[config.mk]
export PLATFORM = sky130hd
export DESIGN_NAME = magnetorquer_phase_controller
export DESIGN_NICKNAME = d
export VERILOG_FILES = /design/src/sv/mpc_pkg.sv /design/src/sv/magnetorquer_phase_controller.sv
export SDC_FILE = /design/constraint.sdc
export NUM_CORES = 1
export LEC_CHECK = 0
export BUFFER_PORTS_ARGS = -buffer_cell sky130_fd_sc_hd__clkbuf_2
export CAP_MARGIN = 20
export CORE_AREA = 8 8 193 195
export CTS_BUF_LIST = sky130_fd_sc_hd__clkbuf_16
export DETAILED_ROUTE_END_ITERATION = 10
export DIE_AREA = 0 0 201 203
export HOLD_SLACK_MARGIN = 0.05
export PLACE_DENSITY_LB_ADDON = 0.25
export REMOVE_ABC_BUFFERS = 1
export SYNTH_ARGS = -nofsm -noshare
export SYNTH_HDL_FRONTEND = slang
export SYNTH_SLANG_ARGS = --single-unit
[constraint.sdc]
create_clock -name i_clk -period 10.3 [get_ports i_clk]
set_clock_uncertainty 0.1 [all_clocks]
set_input_delay 1.03 -clock i_clk [delete_from_list [all_inputs] [get_ports i_clk]]
set_output_delay 1.03 -clock i_clk [all_outputs]
set_load 0.01 [all_outputs]
[src/sv/mpc_pkg.sv]
// Types, codes and helper functions of the magnetorquer phase controller.
package mpc_pkg;

    localparam int TIMER_BITS_DEF = 20;
    localparam int LEN_W          = 20;
    localparam int CMD_W          = 8;
    localparam int DUTY_W         = 7;
    localparam int MODE_W         = 3;
    localparam int PADDR_W        = 5;
    localparam int PDATA_W        = 32;
    localparam int S_TDATA_W      = 32;
    localparam int S_TUSER_W      = 2;
    localparam int M_TDATA_W      = 56;

    localparam logic [DUTY_W-1:0] DUTY_OFF = 7'd100;
    localparam logic [MODE_W-1:0] MODE_UNKNOWN = 3'd7;

    typedef enum logic [1:0] {
        PH_MEASURE = 2'd0,
        PH_FSW     = 2'd1,
        PH_BDOT    = 2'd2,
        PH_STAB    = 2'd3
    } t_phase;

    typedef enum logic [1:0] {
        REQ_TICK = 2'd0,
        REQ_BDOT = 2'd1,
        REQ_FSW  = 2'd2,
        REQ_NONE = 2'd3
    } t_req;

    typedef enum logic [1:0] {
        SRC_NONE = 2'd0,
        SRC_BDOT = 2'd1,
        SRC_FSW  = 2'd2
    } t_src;

    localparam logic [1:0] ACKPH_MEASURE = 2'd0;
    localparam logic [1:0] ACKPH_ACTIVE  = 2'd1;
    localparam logic [1:0] ACKPH_MAGNET  = 2'd2;

    typedef enum logic [2:0] {
        REG_MEASURE_TICKS   = 3'd0,
        REG_ACTUATE_TICKS   = 3'd1,
        REG_STABILIZE_TICKS = 3'd2,
        REG_IGNORE_FSW      = 3'd3,
        REG_POLARITY        = 3'd4,
        REG_PMS_ENABLE      = 3'd5,
        REG_PMS_DIPOLES     = 3'd6
    } t_reg_idx;

    typedef logic signed [CMD_W-1:0] t_cmd;
    typedef t_cmd [2:0]              t_vec;
    typedef logic [5:0][DUTY_W-1:0]  t_duty;

    // True when every axis lies within -100..100.
    function automatic logic vec_ok(input t_vec v);
        logic ok;
        ok = 1'b1;
        for (int i = 0; i < 3; i++) begin
            if (v[i] > 8'sd100 || v[i] < -8'sd100) begin
                ok = 1'b0;
            end
        end
        return ok;
    endfunction

    // Chopping-mode duties of one axis as {two, one}.
    function automatic logic [2*DUTY_W-1:0] axis_duty(input t_cmd c, input logic neg);
        logic signed [CMD_W:0] p;
        logic [DUTY_W-1:0]     one;
        logic [DUTY_W-1:0]     two;
        p = neg ? -(CMD_W+1)'(c) : (CMD_W+1)'(c);
        if (p >= 0) begin
            one = DUTY_OFF - DUTY_W'(p);
            two = DUTY_OFF;
        end else begin
            one = DUTY_OFF;
            two = DUTY_OFF - DUTY_W'(-p);
        end
        return {two, one};
    endfunction

endpackage

[src/sv/magnetorquer_phase_controller.sv]
// Magnetorquer phase controller: phase sequencer and three-axis coil duty driver.
//
//  channel | direction | handshake                       | contents
//  --------+-----------+---------------------------------+---------------------------------
//  s_axis  | in        | i_s_axis_tvalid/o_s_axis_tready | request beat (tick or command)
//  m_axis  | out       | o_m_axis_tvalid/i_m_axis_tready | duties, phase and acknowledge
//  apb     | in        | psel, penable, pwrite, pready   | configuration registers
//
// One beat is accepted per cycle unless the output stalls; its result appears in the output register in the next cycle.
// The output register is the only stage, so a beat is taken whenever it is empty or drained.
// Reset is synchronous and sets state, registers and duties to their reset values.
// A stalled output holds its beat and holds off the input for that cycle.
module magnetorquer_phase_controller
    import mpc_pkg::*;
#(
    parameter int TIMER_BITS = TIMER_BITS_DEF
) (
    input  logic                 i_clk,
    input  logic                 i_rst_n,
    input  logic                 i_s_axis_tvalid,
    output logic                 o_s_axis_tready,
    // cmd_x[7:0], cmd_y[15:8], cmd_z[23:16], mode_in[26:24], zeros above
    input  logic [S_TDATA_W-1:0] i_s_axis_tdata,
    // req_type[1:0]
    input  logic [S_TUSER_W-1:0] i_s_axis_tuser,
    output logic                 o_m_axis_tvalid,
    input  logic                 i_m_axis_tready,
    // duty_x_one[6:0], duty_x_two[13:7], duty_y_one[20:14], duty_y_two[27:21],
    // duty_z_one[34:28], duty_z_two[41:35], phase_now[43:42], ack_pulse[44],
    // ack_phase[46:45], ack_source[48:47], zeros above
    output logic [M_TDATA_W-1:0] o_m_axis_tdata,
    input  logic                 psel,
    input  logic                 penable,
    input  logic                 pwrite,
    input  logic [PADDR_W-1:0]   paddr,
    input  logic [PDATA_W-1:0]   pwdata,
    output logic [PDATA_W-1:0]   prdata,
    output logic                 pready
);

    localparam int CMP_W = (TIMER_BITS > LEN_W) ? TIMER_BITS : LEN_W;
    localparam logic [TIMER_BITS-1:0] CNT_MAX = {TIMER_BITS{1'b1}};

    // Configuration registers
    logic [LEN_W-1:0] r_measure_ticks;
    logic [LEN_W-1:0] r_actuate_ticks;
    logic [LEN_W-1:0] r_stabilize_ticks;
    logic             r_ignore_fsw;
    logic [2:0]       r_polarity;
    logic             r_pms_enable;
    logic [23:0]      r_pms_dipoles;

    // Controller state
    t_phase                r_phase,   n_phase;
    logic [TIMER_BITS-1:0] r_elapsed, n_elapsed;
    t_vec                  r_bdot,    n_bdot;
    t_vec                  r_fsw,     n_fsw;
    logic [MODE_W-1:0]     r_mode,    n_mode;
    logic                  r_alive,   n_alive;
    t_src                  r_src,     n_src;
    t_duty                 r_duty,    n_duty;

    logic                  r_out_valid;
    logic [M_TDATA_W-1:0]  r_out_data, n_out_data;

    logic                  in_fire;
    logic                  cfg_wr;
    t_req                  req;
    t_vec                  in_vec;
    t_vec                  pm_vec;
    t_vec                  drv_vec;
    logic                  drv_on;
    logic                  drv_upd;
    logic [TIMER_BITS-1:0] elapsed_inc;
    logic [LEN_W-1:0]      len;
    logic                  done;
    logic                  ack;
    logic [1:0]            ack_ph;
    t_src                  ack_src;

    assign pready          = 1'b1;
    assign cfg_wr          = psel && penable && pwrite && pready;
    assign o_s_axis_tready = !r_out_valid || i_m_axis_tready;
    assign in_fire         = i_s_axis_tvalid && o_s_axis_tready;
    assign o_m_axis_tvalid = r_out_valid;
    assign o_m_axis_tdata  = r_out_data;

    assign req       = t_req'(i_s_axis_tuser);
    assign in_vec[0] = i_s_axis_tdata[7:0];
    assign in_vec[1] = i_s_axis_tdata[15:8];
    assign in_vec[2] = i_s_axis_tdata[23:16];
    assign pm_vec[0] = r_pms_dipoles[7:0];
    assign pm_vec[1] = r_pms_dipoles[15:8];
    assign pm_vec[2] = r_pms_dipoles[23:16];

    always_comb begin
        case (t_reg_idx'(paddr[4:2]))
            REG_MEASURE_TICKS:   prdata = PDATA_W'(r_measure_ticks);
            REG_ACTUATE_TICKS:   prdata = PDATA_W'(r_actuate_ticks);
            REG_STABILIZE_TICKS: prdata = PDATA_W'(r_stabilize_ticks);
            REG_IGNORE_FSW:      prdata = PDATA_W'(r_ignore_fsw);
            REG_POLARITY:        prdata = PDATA_W'(r_polarity);
            REG_PMS_ENABLE:      prdata = PDATA_W'(r_pms_enable);
            REG_PMS_DIPOLES:     prdata = PDATA_W'(r_pms_dipoles);
            default:             prdata = '0;
        endcase
    end

    // Tick timer: the count saturates, and a saturated count also ends the phase.
    assign elapsed_inc = (r_elapsed == CNT_MAX) ? CNT_MAX : r_elapsed + 1'b1;

    always_comb begin
        case (r_phase)
            PH_MEASURE: len = r_measure_ticks;
            PH_STAB:    len = r_stabilize_ticks;
            default:    len = r_actuate_ticks;
        endcase
    end

    assign done = (CMP_W'(elapsed_inc) >= CMP_W'(len)) || (elapsed_inc == CNT_MAX);

    // Source vector for the coils on a tick.
    always_comb begin
        drv_vec = r_fsw;
        drv_on  = 1'b0;
        drv_upd = 1'b0;
        case (r_phase)
            PH_FSW: begin
                drv_upd = 1'b1;
                drv_on  = vec_ok(r_fsw);
            end
            PH_BDOT: begin
                drv_upd = 1'b1;
                if (vec_ok(r_bdot) && r_alive && !r_pms_enable) begin
                    drv_vec = r_bdot;
                    drv_on  = 1'b1;
                end else if (r_pms_enable && vec_ok(pm_vec)) begin
                    drv_vec = pm_vec;
                    drv_on  = 1'b1;
                end
            end
            PH_STAB: begin
                drv_upd = 1'b1;
            end
            default: begin
                drv_upd = 1'b0;
            end
        endcase
    end

    always_comb begin
        n_phase   = r_phase;
        n_elapsed = r_elapsed;
        n_bdot    = r_bdot;
        n_fsw     = r_fsw;
        n_mode    = r_mode;
        n_alive   = r_alive;
        n_src     = r_src;
        n_duty    = r_duty;
        ack       = 1'b0;
        ack_ph    = ACKPH_MEASURE;
        ack_src   = SRC_NONE;
        case (req)
            REQ_BDOT: begin
                n_bdot  = in_vec;
                n_alive = 1'b1;
                n_src   = SRC_BDOT;
            end
            REQ_FSW: begin
                n_fsw  = in_vec;
                n_mode = i_s_axis_tdata[26:24];
                n_src  = SRC_FSW;
            end
            REQ_TICK: begin
                n_elapsed = elapsed_inc;
                if (drv_upd) begin
                    for (int a = 0; a < 3; a++) begin
                        if (drv_on) begin
                            {n_duty[2*a+1], n_duty[2*a]} =
                                axis_duty(drv_vec[a], r_polarity[a]);
                        end else begin
                            n_duty[2*a]   = DUTY_OFF;
                            n_duty[2*a+1] = DUTY_OFF;
                        end
                    end
                end
                if (done) begin
                    case (r_phase)
                        PH_MEASURE: begin
                            n_phase = (r_mode[2:1] == 2'b00 && !r_ignore_fsw) ? PH_FSW
                                                                             : PH_BDOT;
                        end
                        PH_FSW: n_phase = PH_STAB;
                        PH_BDOT: begin
                            n_alive = 1'b0;
                            n_phase = r_pms_enable ? PH_BDOT : PH_STAB;
                        end
                        default: n_phase = PH_MEASURE;
                    endcase
                    n_elapsed = '0;
                    ack       = 1'b1;
                    ack_src   = r_src;
                    if (r_pms_enable) begin
                        ack_ph = ACKPH_MAGNET;
                    end else if (n_phase == PH_MEASURE) begin
                        ack_ph = ACKPH_MEASURE;
                    end else begin
                        ack_ph = ACKPH_ACTIVE;
                    end
                end
            end
            default: begin
                n_phase = r_phase;
            end
        endcase
        n_out_data = M_TDATA_W'({ack_src, ack_ph, ack, n_phase, n_duty});
    end

    always_ff @(posedge i_clk) begin
        if (!i_rst_n) begin
            r_measure_ticks   <= LEN_W'(500);
            r_actuate_ticks   <= LEN_W'(1000);
            r_stabilize_ticks <= LEN_W'(500);
            r_ignore_fsw      <= 1'b0;
            r_polarity        <= '0;
            r_pms_enable      <= 1'b0;
            r_pms_dipoles     <= '0;
        end else if (cfg_wr) begin
            case (t_reg_idx'(paddr[4:2]))
                REG_MEASURE_TICKS:   r_measure_ticks   <= pwdata[LEN_W-1:0];
                REG_ACTUATE_TICKS:   r_actuate_ticks   <= pwdata[LEN_W-1:0];
                REG_STABILIZE_TICKS: r_stabilize_ticks <= pwdata[LEN_W-1:0];
                REG_IGNORE_FSW:      r_ignore_fsw      <= pwdata[0];
                REG_POLARITY:        r_polarity        <= pwdata[2:0];
                REG_PMS_ENABLE:      r_pms_enable      <= pwdata[0];
                REG_PMS_DIPOLES:     r_pms_dipoles     <= pwdata[23:0];
                default:             r_pms_dipoles     <= r_pms_dipoles;
            endcase
        end
    end

    always_ff @(posedge i_clk) begin
        if (!i_rst_n) begin
            r_phase     <= PH_MEASURE;
            r_elapsed   <= '0;
            r_bdot      <= '0;
            r_fsw       <= '0;
            r_mode      <= MODE_UNKNOWN;
            r_alive     <= 1'b0;
            r_src       <= SRC_NONE;
            r_duty      <= {6{DUTY_OFF}};
            r_out_valid <= 1'b0;
        end else begin
            if (in_fire) begin
                r_phase   <= n_phase;
                r_elapsed <= n_elapsed;
                r_bdot    <= n_bdot;
                r_fsw     <= n_fsw;
                r_mode    <= n_mode;
                r_alive   <= n_alive;
                r_src     <= n_src;
                r_duty    <= n_duty;
            end
            if (o_s_axis_tready) begin
                r_out_valid <= i_s_axis_tvalid;
            end
        end
    end

    always_ff @(posedge i_clk) begin
        if (in_fire) begin
            r_out_data <= n_out_data;
        end
    end

endmodule

==> run summary, run 1 <==
============================================================================
H-tree Lvls ...................................................            1
Shortest period the worst path allows .........................      5.25 ns
Overall power .................................................      2.26 mW
Number of nets at the end of the flow .........................         1863
Final setup viols .............................................            0
Req. time, crit path ..........................................     10.64 ns
TritonCTS clock tree ..........................................         done
Clock transition at the registers of the reported paths .......      0.07 ns
Largest cells by area after synthesis ......................... sky130_fd_sc_hd__dfxtp_1 (31%), sky130_fd_sc_hd__edfxtp_1 (11%), sky130_fd_sc_hd__nand2_1 (11%)
Initial antenna violation count ...............................            3
RSZ-0062 raised after global routing ..........................        false
Cell count after placement ....................................         2166
Total GRT Usage ...............................................        0.199
Placed instance area ..........................................   0.0144 mm²
Arrival time at the worst endpoint ............................      5.59 ns
Initial core utilization ......................................        0.395
Total via count in the routed design ..........................        12.4k
Ratio of routed vias to standard cells ........................         5.59
Cts-stage hold buffer count ...................................            0
Library cell with the highest instance count after synthesis .. sky130_fd_sc_hd__nand2_1
Worst-case headroom to the max-slew limit .....................        0.220
Share of Yosys cell area claimed by the top area cell type ....        0.307
Synthesized area per cell .....................................     8.08 µm²
Power share of the combinational group ........................        0.066
DRC violations left ...........................................            0
Power density normalized to cell area .........................   147 mW/mm²
Cell variety after synth ......................................           72
Internal Pwr Total ............................................      1.72 mW
Antenna violation net count after detailed routing ............            0
Cell Count, Final, Fillers Out ................................         2221
Clock network fraction of design power ........................        0.470
Horiz. Die Dim ................................................       201 µm
Class of the tightest hold or removal check ...................   reg -> reg
Number of port buffers ........................................          136
Share of synthesized registers carrying an async set or reset .            0
Peak fanout along the critical path ...........................           16
Crit path launch type .........................................     register
Die area ......................................................   0.0408 mm²
Hold WS .......................................................     0.352 ns
Number of cells on the worst hold path ........................            2
Insertion delay to the later sink of the worst-skew pair ......      0.55 ns
Flop pwr share ................................................        0.464
Wire length of the first global-routing pass ..................      66.5 mm
List of most frequent post-synthesis cells .................... sky130_fd_sc_hd__nand2_1 (390), sky130_fd_sc_hd__dfxtp_1 (207), sky130_fd_sc_hd__a21oi_1 (199), sky130_fd_sc_hd__nor2_1 (107), sky130_fd_sc_hd__clkbuf_1 (96)
Sequential share of the synthesized area ......................        0.416
Worst Reg2Reg Path Length in Cells ............................           16
Number of placement rows ......................................           68
Routed WL .....................................................      42.7 mm
CTS sink cnt ..................................................          256
Clock tree root buffer cell ................................... sky130_fd_sc_hd__clkbuf_16
Crit path setup slack, layout .................................      5.05 ns
Final period utilization ......................................        0.510
Critical Path Sink Type .......................................     register
Share of post-route cells with drive strength above 1 .........        0.138
Number of global-route vias before repair .....................        11.9k
Pin count of the biggest net entering global routing ..........           97
Maximum resistive drop on vdd .................................   0.000116 V
Count of flip-flops with a built-in enable after synthesis ....           49
DRT Pass-1 Iters ..............................................            5
Area of the core ..............................................   0.0341 mm²
Syn. warnings .................................................            0
Buffer count from post-CTS setup fixing .......................            0
Congestion Overflow GR ........................................            0
Post-CTS resize count .........................................            0
Result of the run ............................................. complete, no violations
Chip height ...................................................       203 µm
Setup slack at placement ......................................      5.10 ns
Cell count after synthesis ....................................         1668
Timing-limited maximum frequency ..............................      191 MHz
Final std cell area, no fill ..................................   0.0154 mm²
Synth area leader ............................................. sky130_fd_sc_hd__dfxtp_1
Clock buffer depth ............................................            3
Number of register bits inferred by synthesis .................          256
Initial detailed-routing violation count ......................         1033
Hold violation total from the final report ....................            0
Clock buffers created by TritonCTS ............................           28
Wire length per cell ..........................................      19.2 µm
Layout-stage area growth over the synthesis result ............        14.1%
Post-synthesis cell area ......................................   0.0135 mm²
Crit path kind ................................................   reg -> reg
Post-Route Setup TNS ..........................................         0 ns
Worst Tran Pin Value ..........................................      1.17 ns
Max-Cap Viols .................................................            0
Lkg Pwr .......................................................      5.76 nW
Layout Utilization ............................................        0.451
Total count of max-transition violations in the final report ..            0
Number of ports placed on the die boundary ....................          169
Estimated wirelength of the detail-placed design ..............      29.3 mm
Switch share ..................................................        0.238
Primary FF master, synth ...................................... sky130_fd_sc_hd__dfxtp_1
Psw ...........................................................     0.538 mW
RePlAce Congestion ............................................        0.908
============================================================================
-- metal layers --
layer,part of all wire,vias up,GRT usage
met5,0.00066,-,0
met4,0.031,4,0.0683
met3,0.059,84,0.0268
met2,0.46,436,0.327
met1,0.45,5848,0.266
li1,-,6044,-
-- final cells by class --
class                      instances  area (µm²)
antenna                            1        2.50
clock buffer                      31         776
clock inverter                    21         205
fill                            3407       18700
inverter                          37         141
multi-input combinational       1267        7250
sequential                       256        5620
tap                              455         569
timing repair buffer             153         830
-- cells by family after synthesis --
logic type	Yosys count	share of synthesized area
adder cells (fa/ha/maj)	42	0.0390
AO/OA/AOI/OAI	442	0.218
AND/OR/NAND/NOR	700	0.226
buffers and inverters	159	0.0516
flip-flops	256	0.416
multiplexers	16	0.0150
XOR/XNOR	51	0.0331
other	2	0.000557
-- final timing paths --
kind / from / end / slack [ns]
setup / recovery: r_phase[0]$_SDFFE_PN0P_ / r_duty[20]$_SDFFE_PN1P_ / 5.05
hold / removal: r_duty[24]$_SDFFE_PN0P_ / r_duty[24]$_SDFFE_PN0P_ / 0.35
setup reg to reg: r_phase[0]$_SDFFE_PN0P_ / r_duty[20]$_SDFFE_PN1P_ / 5.05
hold reg to reg: r_duty[24]$_SDFFE_PN0P_ / r_duty[24]$_SDFFE_PN0P_ / 0.35
-- sequential cells by signal (all words and copies together), names as in the netlist, 2 cells and up --
name / count
o_m_axis_tdata: 49
pm_vec: 24
r_actuate_ticks: 20
r_bdot: 24
r_duty: 42
r_elapsed: 20
r_fsw: 24
r_measure_ticks: 20
r_mode: 2
r_phase: 2
r_polarity: 3
r_src: 2
r_stabilize_ticks: 20
-- cell usage in the layout (no fill, tap or decap), types with 20 or more instances in the layout --
master and n:
sky130_fd_sc_hd__xnor2_1 38, sky130_fd_sc_hd__nor2_1 107, sky130_fd_sc_hd__clkbuf_16 31, sky130_fd_sc_hd__edfxtp_1 49
sky130_fd_sc_hd__inv_1 35, sky130_fd_sc_hd__nand2_1 390, sky130_fd_sc_hd__a22oi_1 28, sky130_fd_sc_hd__dfxtp_1 207
sky130_fd_sc_hd__nand3_1 86, sky130_fd_sc_hd__clkbuf_2 137, sky130_fd_sc_hd__nor3_1 21, sky130_fd_sc_hd__a221o_1 20
sky130_fd_sc_hd__ha_1 42, sky130_fd_sc_hd__a21oi_1 199, sky130_fd_sc_hd__o21ai_0 40, sky130_fd_sc_hd__or3_1 21
-- critical path, stage by stage, from the launching register on --
cell and delay, ns:
sky130_fd_sc_hd__dfxtp_1 0.36, sky130_fd_sc_hd__inv_1 0.14, sky130_fd_sc_hd__ha_1 0.55, sky130_fd_sc_hd__nand3_1 0.65, sky130_fd_sc_hd__or2_1 0.56, sky130_fd_sc_hd__o221ai_2 0.38
sky130_fd_sc_hd__inv_2 0.15, sky130_fd_sc_hd__ha_1 0.28, sky130_fd_sc_hd__nor2_1 0.16, sky130_fd_sc_hd__xnor2_1 0.27, sky130_fd_sc_hd__inv_1 0.16, sky130_fd_sc_hd__ha_1 0.22
sky130_fd_sc_hd__a32oi_1 0.20, sky130_fd_sc_hd__a31o_2 0.23, sky130_fd_sc_hd__a21oi_1 0.07, sky130_fd_sc_hd__or3_1 0.36, sky130_fd_sc_hd__a221o_1 0.30
-- power by group through the flow --
stage	registers (mW)	logic [mW]	clock network (mW)
after floorplan	1.07	0.0793	0
after global placement	1.07	0.145	0
after detailed placement	1.07	0.147	0
after CTS	1.05	0.148	1.08
after global routing	1.05	0.164	1.11
final	1.05	0.149	1.06
Note: power is estimated with default switching activity, not from simulation.
==> run 2, diff against run 1 <==
- clock period: 10.3 -> 4.23 ns (I/O delays scaled with it)
==> run 2 against run 1 <==
Net effect:
- fmax up 30%
- final area increased by 6.8%
- largest power group is now registers
- global-route usage rose by 0.38 points
- core utilization rose by 3.1 points
- die area unchanged
- clock-buffer cell count shrank 1
- sequential cell count unchanged
- sequential share of layout area fell by 2.3 points
==> run summary, run 2 (synthesis gave the netlist of run 1 again) <==
==================================================================================
Wire length per cell ................................................      18.5 µm
Most common cell after layout, fill and taps aside .................. sky130_fd_sc_hd__nand2_1
Top library cells by usage in the layout, fill and taps aside ....... sky130_fd_sc_hd__nand2_1 (389), sky130_fd_sc_hd__dfxtp_1 (204), sky130_fd_sc_hd__a21oi_1 (199)
H-tree Lvls .........................................................            1
Routed WL ...........................................................      43.4 mm
Number of global-route vias before repair ...........................        12.2k
Cell family contributing the most delay on the critical path ........ compound AO/OA/AOI/OAI gates
Number of port buffers ..............................................          136
TritonCTS clock tree ................................................         done
Power density normalized to cell area ...............................   323 mW/mm²
Area taken by multi-input logic gates ...............................  0.00734 mm²
Antenna violation net count after detailed routing ..................            0
Insertion delay to the later sink of the worst-skew pair ............      0.55 ns
Lkg Pwr .............................................................      6.31 nW
Result of the run ................................................... complete, no violations
Antenna cells .......................................................            0
Total via count in the routed design ................................        12.9k
Class of the tightest hold or removal check .........................    in -> reg
Critical path's largest stage delay .................................      0.41 ns
Cell seen most often among critical-path stages ..................... sky130_fd_sc_hd__or3_1
Number of nets at the end of the flow ...............................         1984
Clock transition at the registers of the reported paths .............      0.06 ns
RePlAce Congestion ..................................................        0.907
Timing-limited maximum frequency ....................................      248 MHz
Initial antenna violation count .....................................            0
Register cell area after layout .....................................  0.00562 mm²
Clock tree root buffer cell ......................................... sky130_fd_sc_hd__clkbuf_16
Initial core utilization ............................................        0.395
Die area ............................................................   0.0408 mm²
Shortest period the worst path allows ...............................      4.03 ns
Max-Cap Viols .......................................................            0
Initial detailed-routing violation count ............................         1072
Pin count of the biggest net entering global routing ................           84
Final setup viols ...................................................            0
DRT Pass-1 Iters ....................................................            8
Area of the core ....................................................   0.0341 mm²
Peak fanout along the critical path .................................            9
Estimated wirelength of the detail-placed design ....................      31.2 mm
Post-Route Setup TNS ................................................         0 ns
Critical Path Sink Type .............................................     register
Crit path kind ......................................................   reg -> reg
Cell count after placement ..........................................         2239
Layout-stage area growth over the synthesis result ..................        21.9%
Worst Tran Pin Value ................................................      1.07 ns
DRC violations left .................................................            0
Share of post-route cells with drive strength above 1 ...............        0.177
Hold violation total from the final report ..........................            0
Final period utilization ............................................        0.954
Final std cell area, no fill ........................................   0.0164 mm²
Wire length of the first global-routing pass ........................      67.6 mm
Worst-case headroom to the max-slew limit ...........................        0.287
Total count of max-transition violations in the final report ........            0
Flip-flop count of the largest register, all copies and words added .           49
Number of ports placed on the die boundary ..........................          169
Horiz. Die Dim ......................................................       201 µm
FILL cells ..........................................................         3319
Crit path launch type ...............................................     register
Congestion Overflow GR ..............................................            0
Arrival time at the worst endpoint ..................................      4.36 ns
Placed instance area ................................................   0.0149 mm²
Total GRT Usage .....................................................        0.203
Maximum resistive drop on vdd .......................................   0.000263 V
Number of placement rows ............................................           68
Chip height .........................................................       203 µm
Critical path, cell by cell ......................................... nand3_1 -> a311oi_2 -> nand3_2 -> buf_4 -> or3_1 -> o221a_1 -> inv_2 -> ha_2 -> mux2i_1 -> ha_1 -> a32oi_2 -> a31o_2 -> and3_1 -> or3_1 -> a221o_1
Clock buffer depth ..................................................            3
Cell Count, Final, Fillers Out ......................................         2341
Buffering stage count on the worst path with inverters included .....            2
Clock buffers created by TritonCTS ..................................           28
Ratio of routed vias to standard cells ..............................         5.51
Slowest cell on the critical path ................................... sky130_fd_sc_hd__dfxtp_1
Hold WS .............................................................    0.0704 ns
CTS sink cnt ........................................................          256
Req. time, crit path ................................................      4.55 ns
Layout Utilization ..................................................        0.482
==================================================================================
==> run 2: path summary, 6_finish.rpt <==
path	startpoint	endpoint	slack, ns	cells after the start
hold / removal	i_s_axis_tdata[22]	r_bdot[22]$_SDFFE_PN0P_	0.07	3
setup / recovery	r_bdot[19]$_SDFFE_PN0P_	r_duty[20]$_SDFFE_PN1P_	0.20	15
setup reg to reg	r_bdot[19]$_SDFFE_PN0P_	r_duty[20]$_SDFFE_PN1P_	0.20	15
hold reg to reg	r_duty[32]$_SDFFE_PN0P_	r_duty[32]$_SDFFE_PN0P_	0.35	2
==> run 2: layer usage <==
metal,up-vias,global-route usage,wire length (µm)
met4,0,0.0683,1260
met1,6075,0.277,19300
met2,477,0.324,19900
li1,6289,-,-
met3,65,0.0298,2950
met5,-,0,0
==> run 2: power breakdown <==
group	internal, mW	switching (mW)	total (mW)
logic	0.158	0.260	0.418
registers	2.53	0.0314	2.56
clock network	1.33	1.01	2.34
==> run 2: area by class of cell <==
cell class                      instances  area share
Clock inverter                         22     0.00784
Timing Repair Buffer                  274       0.115
Multi-Input combinational cell       1267       0.447
Inverter                               37     0.00860
Sequential cell                       256       0.342
Clock buffer                           30      0.0457
Tap cell                              455      0.0346
==> run 2: what timing repair did <==
action / CTS / global route
gates resized for setup: 0 / 26
hold buffers: 46 / 0
buffers inserted: 0 / 2
pin swaps: 1 / 9
endpoints found under the hold margin: 107 / 0
endpoints found under the setup margin: 5 / 41
==> run 2: worst reg2reg max path, cell delays in order, from the launching register on <==
cell and delay (ns):
sky130_fd_sc_hd__dfxtp_1 0.41, sky130_fd_sc_hd__nand3_1 0.12, sky130_fd_sc_hd__a311oi_2 0.39, sky130_fd_sc_hd__nand3_2 0.20
sky130_fd_sc_hd__buf_4 0.21, sky130_fd_sc_hd__or3_1 0.30, sky130_fd_sc_hd__o221a_1 0.18, sky130_fd_sc_hd__inv_2 0.09
sky130_fd_sc_hd__ha_2 0.27, sky130_fd_sc_hd__mux2i_1 0.20, sky130_fd_sc_hd__ha_1 0.25, sky130_fd_sc_hd__a32oi_2 0.07
sky130_fd_sc_hd__a31o_2 0.30, sky130_fd_sc_hd__and3_1 0.18, sky130_fd_sc_hd__or3_1 0.36, sky130_fd_sc_hd__a221o_1 0.29
==> run 2: through the flow <==
step / setup slack (ns) / power (mW)
3_3_place_gp: 0.0145 / 2.98
6_report: 0.196 / 5.32
5_1_grt: -0.0221 / 5.49
4_1_cts: 0.0150 / 5.36
3_5_place_dp: 0.0185 / 2.99
2_1_floorplan: -0.505 / 2.80
